## src/hdl/fdsd_pkg.sv

```systemverilog
package fdsd_pkg;

  localparam logic [7:0]  MARKER_RESET = 8'h10;
  localparam logic [15:0] ESCAPE_WORD  = 16'h8000;

  typedef enum logic [3:0] {
    PH_MARK  = 4'd0,
    PH_COUNT = 4'd1,
    PH_DHI   = 4'd2,
    PH_DLO   = 4'd3,
    PH_ESC0  = 4'd4,
    PH_ESC1  = 4'd5,
    PH_ESC2  = 4'd6,
    PH_ESC3  = 4'd7,
    PH_STOP  = 4'd8
  } phase_t;

  typedef struct packed {
    logic [7:0] data_byte;
    logic       end_of_stream;
  } in_item_t;

  typedef struct packed {
    logic               sample_valid;
    logic signed [31:0] sample_value;
    logic               stream_done;
    logic               truncated;
  } out_item_t;

endpackage

```

## src/hdl/framed_delta_signal_decoder_core.sv

```systemverilog
// Framed delta signal decoder: one body byte per beat in, at most one sample beat out.
// A result is registered in the result register, or in the skid register under stall.
// Throughput: one input beat per cycle while the skid entry is empty; the decode state
// updates in a single pass. The two output entries are the result and skid registers.
// Reset (rst, synchronous, active high) empties both output entries, returns the decoder to
// expecting a block marker with a zero running value, and sets block_marker to 16.
module framed_delta_signal_decoder_core (
  input  logic                  clk,
  input  logic                  rst,
  input  logic                  cfg_write_en,
  input  logic [7:0]            cfg_write_data,
  input  logic                  in_valid,
  output logic                  in_stall,
  input  fdsd_pkg::in_item_t    in_data,
  output logic                  out_valid,
  input  logic                  out_stall,
  output fdsd_pkg::out_item_t   out_data
);

  // Configuration: byte that must open every delta block.
  logic [7:0] block_marker;

  // Decode state.
  fdsd_pkg::phase_t phase, phase_next;
  logic [7:0]       deltas_left, deltas_left_next;
  logic [31:0]      running_value, running_value_next;
  logic [7:0]       high_byte_hold, high_byte_hold_next;
  logic [23:0]      escape_bytes, escape_bytes_next;

  // Output side: result register and skid register.
  logic                skid_valid;
  fdsd_pkg::out_item_t skid_data;

  logic                in_accept;
  logic                has_result;
  fdsd_pkg::out_item_t result;
  logic                out_free;

  logic [15:0]      word;
  logic [31:0]      delta_ext;
  fdsd_pkg::phase_t phase_step;
  logic             sample_done;

  // Stall the input only when the skid entry is holding a beat.
  assign in_stall  = skid_valid;
  assign in_accept = in_valid && !in_stall;
  assign out_free  = !out_valid || !out_stall;

  assign word      = {high_byte_hold, in_data.data_byte};
  assign delta_ext = {{16{word[15]}}, word};

  // Single-pass decode of one byte.
  always_comb begin
    phase_step          = phase;
    deltas_left_next    = deltas_left;
    running_value_next  = running_value;
    high_byte_hold_next = high_byte_hold;
    escape_bytes_next   = escape_bytes;
    sample_done         = 1'b0;

    unique case (phase)
      fdsd_pkg::PH_MARK: begin
        phase_step = (in_data.data_byte == block_marker) ? fdsd_pkg::PH_COUNT
                                                         : fdsd_pkg::PH_STOP;
      end
      fdsd_pkg::PH_COUNT: begin
        if (in_data.data_byte == 8'd0) begin
          phase_step = fdsd_pkg::PH_STOP;
        end else begin
          deltas_left_next = in_data.data_byte;
          phase_step       = fdsd_pkg::PH_DHI;
        end
      end
      fdsd_pkg::PH_DHI: begin
        high_byte_hold_next = in_data.data_byte;
        phase_step          = fdsd_pkg::PH_DLO;
      end
      fdsd_pkg::PH_DLO: begin
        if (word == fdsd_pkg::ESCAPE_WORD) begin
          escape_bytes_next = 24'd0;
          phase_step        = fdsd_pkg::PH_ESC0;
        end else begin
          running_value_next = running_value + delta_ext;
          sample_done        = 1'b1;
        end
      end
      fdsd_pkg::PH_ESC0: begin
        escape_bytes_next = {escape_bytes[15:0], in_data.data_byte};
        phase_step        = fdsd_pkg::PH_ESC1;
      end
      fdsd_pkg::PH_ESC1: begin
        escape_bytes_next = {escape_bytes[15:0], in_data.data_byte};
        phase_step        = fdsd_pkg::PH_ESC2;
      end
      fdsd_pkg::PH_ESC2: begin
        escape_bytes_next = {escape_bytes[15:0], in_data.data_byte};
        phase_step        = fdsd_pkg::PH_ESC3;
      end
      fdsd_pkg::PH_ESC3: begin
        running_value_next = {escape_bytes, in_data.data_byte};
        sample_done        = 1'b1;
      end
      default: begin
        phase_step = fdsd_pkg::PH_STOP;
      end
    endcase

    // Count down a finished delta; return to marker when the block is spent.
    if (sample_done) begin
      deltas_left_next = deltas_left - 8'd1;
      phase_step = (deltas_left_next == 8'd0) ? fdsd_pkg::PH_MARK : fdsd_pkg::PH_DHI;
    end

    result.sample_valid = sample_done;
    result.sample_value = sample_done ? running_value_next : 32'sd0;
    result.stream_done  = in_data.end_of_stream;
    result.truncated    = in_data.end_of_stream &&
                          (phase_step == fdsd_pkg::PH_DHI  ||
                           phase_step == fdsd_pkg::PH_DLO  ||
                           phase_step == fdsd_pkg::PH_ESC0 ||
                           phase_step == fdsd_pkg::PH_ESC1 ||
                           phase_step == fdsd_pkg::PH_ESC2 ||
                           phase_step == fdsd_pkg::PH_ESC3);
    has_result = sample_done || in_data.end_of_stream;

    // The final byte of a stream drops all decode state back to reset values.
    phase_next = phase_step;
    if (in_data.end_of_stream) begin
      phase_next          = fdsd_pkg::PH_MARK;
      deltas_left_next    = 8'd0;
      running_value_next  = 32'd0;
      high_byte_hold_next = 8'd0;
      escape_bytes_next   = 24'd0;
    end
  end

  // Configuration register.
  always_ff @(posedge clk) begin
    if (rst) begin
      block_marker <= fdsd_pkg::MARKER_RESET;
    end else if (cfg_write_en) begin
      block_marker <= cfg_write_data;
    end
  end

  // Decode state: advance only on an accepted beat.
  always_ff @(posedge clk) begin
    if (rst) begin
      phase          <= fdsd_pkg::PH_MARK;
      deltas_left    <= 8'd0;
      running_value  <= 32'd0;
      high_byte_hold <= 8'd0;
      escape_bytes   <= 24'd0;
    end else if (in_accept) begin
      phase          <= phase_next;
      deltas_left    <= deltas_left_next;
      running_value  <= running_value_next;
      high_byte_hold <= high_byte_hold_next;
      escape_bytes   <= escape_bytes_next;
    end
  end

  // Output control: the result register takes the skid beat first, else the new result;
  // a new result that cannot reach the result register parks in the skid register.
  always_ff @(posedge clk) begin
    if (rst) begin
      out_valid  <= 1'b0;
      skid_valid <= 1'b0;
    end else if (out_free) begin
      if (skid_valid) begin
        out_valid  <= 1'b1;
        skid_valid <= 1'b0;
      end else begin
        out_valid <= in_accept && has_result;
      end
    end else if (in_accept && has_result) begin
      skid_valid <= 1'b1;
    end
  end

  // Output payload: no reset needed.
  always_ff @(posedge clk) begin
    if (out_free) begin
      out_data <= skid_valid ? skid_data : result;
    end else if (in_accept && has_result) begin
      skid_data <= result;
    end
  end

`ifndef NO_ASSERTIONS
  // A truncation flag only ever rides on the final beat of a stream.
  a_trunc_needs_done: assert property (@(posedge clk) disable iff (rst)
    out_valid |-> (!out_data.truncated || out_data.stream_done))
    else $error("truncated without stream_done");

  // A beat without a sample carries a zero value.
  a_value_zero: assert property (@(posedge clk) disable iff (rst)
    (out_valid && !out_data.sample_valid) |-> (out_data.sample_value == 32'sd0))
    else $error("sample_value nonzero without sample_valid");

  // The skid entry fills only while the result register is occupied.
  a_skid_behind_out: assert property (@(posedge clk) disable iff (rst)
    skid_valid |-> out_valid)
    else $error("skid holds a beat while the result register is empty");

  // An accepted end-of-stream byte leaves the decoder expecting a fresh marker.
  a_eos_restart: assert property (@(posedge clk) disable iff (rst)
    (in_accept && in_data.end_of_stream) |=>
      (phase == fdsd_pkg::PH_MARK && running_value == 32'd0))
    else $error("decoder not restarted after end of stream");
`endif

endmodule

```

## config.mk

```make
export PLATFORM = sky130hd
export DESIGN_NAME = framed_delta_signal_decoder_core
export DESIGN_NICKNAME = d
export VERILOG_FILES = /design/src/hdl/fdsd_pkg.sv /design/src/hdl/framed_delta_signal_decoder_core.sv
export SDC_FILE = /design/constraint.sdc
export NUM_CORES = 1
export LEC_CHECK = 0
export BUFFER_PORTS_ARGS = -buffer_cell sky130_fd_sc_hd__buf_2
export CORE_ASPECT_RATIO = 0.75
export CORE_MARGIN = 4
export CORE_UTILIZATION = 55
export CTS_BUF_LIST = sky130_fd_sc_hd__clkbuf_4
export DETAILED_ROUTE_END_ITERATION = 8
export PLACE_DENSITY_LB_ADDON = 0.1
export SETUP_SLACK_MARGIN = 0.15
export SYNTH_ARGS = -nofsm -noshare
export SYNTH_HDL_FRONTEND = slang
export SYNTH_SLANG_ARGS = --single-unit
export TNS_END_PERCENT = 5
```

## constraint.sdc

```tcl
create_clock -name clk -period 4.7 [get_ports clk]
set_input_delay 0.47 -clock clk [delete_from_list [all_inputs] [get_ports clk]]
set_output_delay 0.47 -clock clk [all_outputs]
set_load 0.02 [all_outputs]
```

==> summary.md <==
| Metric | Value |
|---|---|
| Status | finished clean |
| Fin nets | 987 |
| Mapped Avg Cell Area | 9.316 um2 |
| Setup-failing EPs final | 0 |
| Seq/Total Area, Yosys | 45.65% |
| Post-CTS Setup Repair Bufs | 0 |
| Fillcell total | 1,279 |
| P&R area growth vs syn | 7.768% |
| FP Rows | 38 |
| Static leakage | 3.440 nW |
| Vias/cell | 6.366 |
| Drt pass-1 iters | 6 |
| H-tree depth | 4 |
| Relative slew slack | 19.24% |
| Fin area | 9026 um2 |
| Initial core utilization | 57.01% |
| Via count of the first global-routing pass | 6,817 |
| First-pass GRT wire length | 37.35 mm |
| Initial drt markers | 954 |
| Hold Buf Count CTS | 0 |
| Die area | 17,290 um2 |
| Per-cell routed wire length | 20.60 um |
| Antenna violations before repair | 1 |
| CTS resizes | 0 |
| Crit path kind | reg2reg |
| Hold Path Origin | cfg_write_data[4] |
| Core area | 14,690 um2 |
| Die X | 150.5 um |
| Antenna cell count | 0 |
| Setup slack at placement | 1.184 ns |
| Routed WL | 23.56 mm |
| MaxCap Viol Count | 0 |
| Clk sinks | 156 |
| Post-synth top cells | nand2_1 (113), a21oi_1 (94), dfxtp_1 (86) |
| Critical Path RT | 4.96 ns |
| Max-slew violations | 0 |
| Setup crit end kind | flop |
| Main synth FF type | dfxtp_1 |
| Setup_tns | 0 ns |
| Max FO, Critical Path | 29 |
| Reg clk slew, reported paths | 0.14 ns |
| Worst flop-to-flop path startpoint | phase[2] |
| Layout Utilization | 61.44% |
| End of the worst hold path | block_marker[4] |
| Most frequent cell after synthesis | nand2_1 |
| Hold depth | 2 |
| Final clock skew | 0.02201 ns |
| Peak supply drop | 0.2651 mV |
| RSZ-0062 raised after global routing | no |
| Die height | 114.9 um |
| Post-synth top area share | 25.10% |
| P per Cell Area | 266.6 nW/um2 |
| Fin crit share | 73.92% |
| Post-DP Area | 8752 um2 |
| Layout cells sized above 1 | 14.94% |
| Flops & latches, synth | 156 |
| RD Place Congestion | 1.005 |
| Netlist cell types | 75 |
| Cells on worst reg2reg path | 7 |
| Synth Cell Area | 8376 um2 |
| Max Clk Rate | 287.8 MHz |
| CTS Buffer Depth | 2 |
| Synth area leaders | edfxtp_1 (25%), dfxtp_1 (21%), a21oi_1 (5.6%) |
| Min-delay worst type | in2reg |
| Reg2reg end | skid_data[31] |
| Non-Filler Instances | 1,144 |
| Yosys top cell by area | edfxtp_1 |
| DP Cell Count | 1,112 |
| GRT Total Usage | 27.99% |
| Power consumption | 2.407 mW |
| Gr ovfl total | 0 |
| Flop2flop setup slack | 1.23 ns |
| Synthesized Nets | 955 |
| EDFF count, synth | 70 |
| Clk_lat worst skew | 0.58 ns |
| Worst-margin pin slew | 1.207 ns |
| Dpl hpwl | 16.92 mm |
| Drc violations | 0 |
| Number of CTS-inserted buffers | 17 |
| Time the worst path needs with I/O delays and setup | 3.474 ns |
| Clock Tree Root | clkbuf_4 |
| Syn Inst Count | 899 |
| Ys Warns | 0 |
| Ports | 59 |
| Largest net degree at the start of global routing | 72 |
| TritonCTS clock tree | done |
| IO Port Bufs | 58 |
| Arrival @ worst endpoint | 3.73 ns |
| Setup crit start kind | flop |
| Fin worst setup slack | 1.226 ns |
| Hold slack | 0.08872 ns |
| Antenna viol nets, final | 0 |
| Hold Fails Final Rpt | 0 |
| FFs w/ async S/R, synth | 0% |
| Vias | 7,283 |
-- cells by family after synthesis --
kind of cell | Yosys count | synth area share (%)
fa+ha+maj | 34 | 5.169
simple gates | 309 | 17.16
compound gates | 261 | 20.57
xor+xnor | 37 | 3.869
mux | 28 | 3.600
buf+inv | 74 | 3.974
flops | 156 | 45.65
-- critical path, stage by stage (launching register included) --
cell and delay (ns):
dfxtp_1 1.11, and2_1 0.37, nor2_8 0.13, inv_4 0.24, o21ai_2 0.07, buf_4 0.21
nor2_2 0.57, buf_4 0.43
-- power breakdown --
| group | internal, mW | switching, mW |
|---|---|---|
| registers | 1.43 | 0.0109 |
| clock network | 0.289 | 0.524 |
| logic | 0.0463 | 0.107 |
| total | 1.77 | 0.641 |
-- placed cells by master (no fill, tap or decap), types with 4 or more instances in the layout --
cell type  synthesis  routed
xor2_1            18      18
edfxtp_1          70      70
buf_2              9      58
o31ai_1           18      18
inv_1             16      16
dfxtp_1           86      86
xnor2_1           19      19
buf_4              1      12
nand4_1           22      22
o22ai_1            4       4
nor2_1            78      77
a21o_1             8       8
o21bai_1           5       5
inv_6              0       5
a31oi_1            7       7
and2_1             4       4
or2_2              4       4
o21ai_1            9       9
nor2b_1            4       4
mux2_2            17      17
ha_1              33      33
and3_1             8       8
or3_1              4       4
o21a_1             4       4
a22oi_1           25      25
a21oi_1           94      94
a22o_1            16      16
clkbuf_4           0      19
mux2i_1           11      11
nand2b_1           7       7
nor3_1            18      16
nand3_1           29      29
nor4_1             5       5
nand2_1          113     113
o21ai_0           32      32
-- worst max path at each step --
stage                                 start            end  cells past startpoint
final                              phase[2]  skid_data[31]                      7
after global routing               phase[2]  skid_data[31]                      7
after CTS                          phase[2]  skid_data[31]                      7
after detailed placement         in_data[8]  skid_data[29]                     11
after global placement           in_data[8]  skid_data[19]                     11
after floorplan           high_byte_hold[7]   skid_data[0]                      9
-- registers in the layout (all words and copies together), names as in the netlist --
| name | count |
|---|---|
| deltas_left | 8 |
| high_byte_hold | 8 |
| out_data | 35 |
| block_marker | 8 |
| phase | 4 |
| running_value | 32 |
| in_stall | 1 |
| skid_data | 35 |
| escape_bytes | 24 |
| out_valid | 1 |
-- final cells by class --
class                           count  area, um2  area share [%]
Multi-Input combinational cell    669       4232           46.88
Sequential cell                   156       3824           42.36
Timing Repair Buffer               70      380.4           4.214
Tap cell                          200      250.2           2.772
Clock buffer                       19      142.6           1.580
Clock inverter                     13      131.4           1.456
Inverter                           17      66.31          0.7347
-- per-layer routing --
layer	GRT usage, %	part of all wire [%]
met1	42.39	46
met3	10.52	13
met5	0	0.030
met2	37.77	40
met4	6.216	1.0
(Power assumes the default switching activity.)
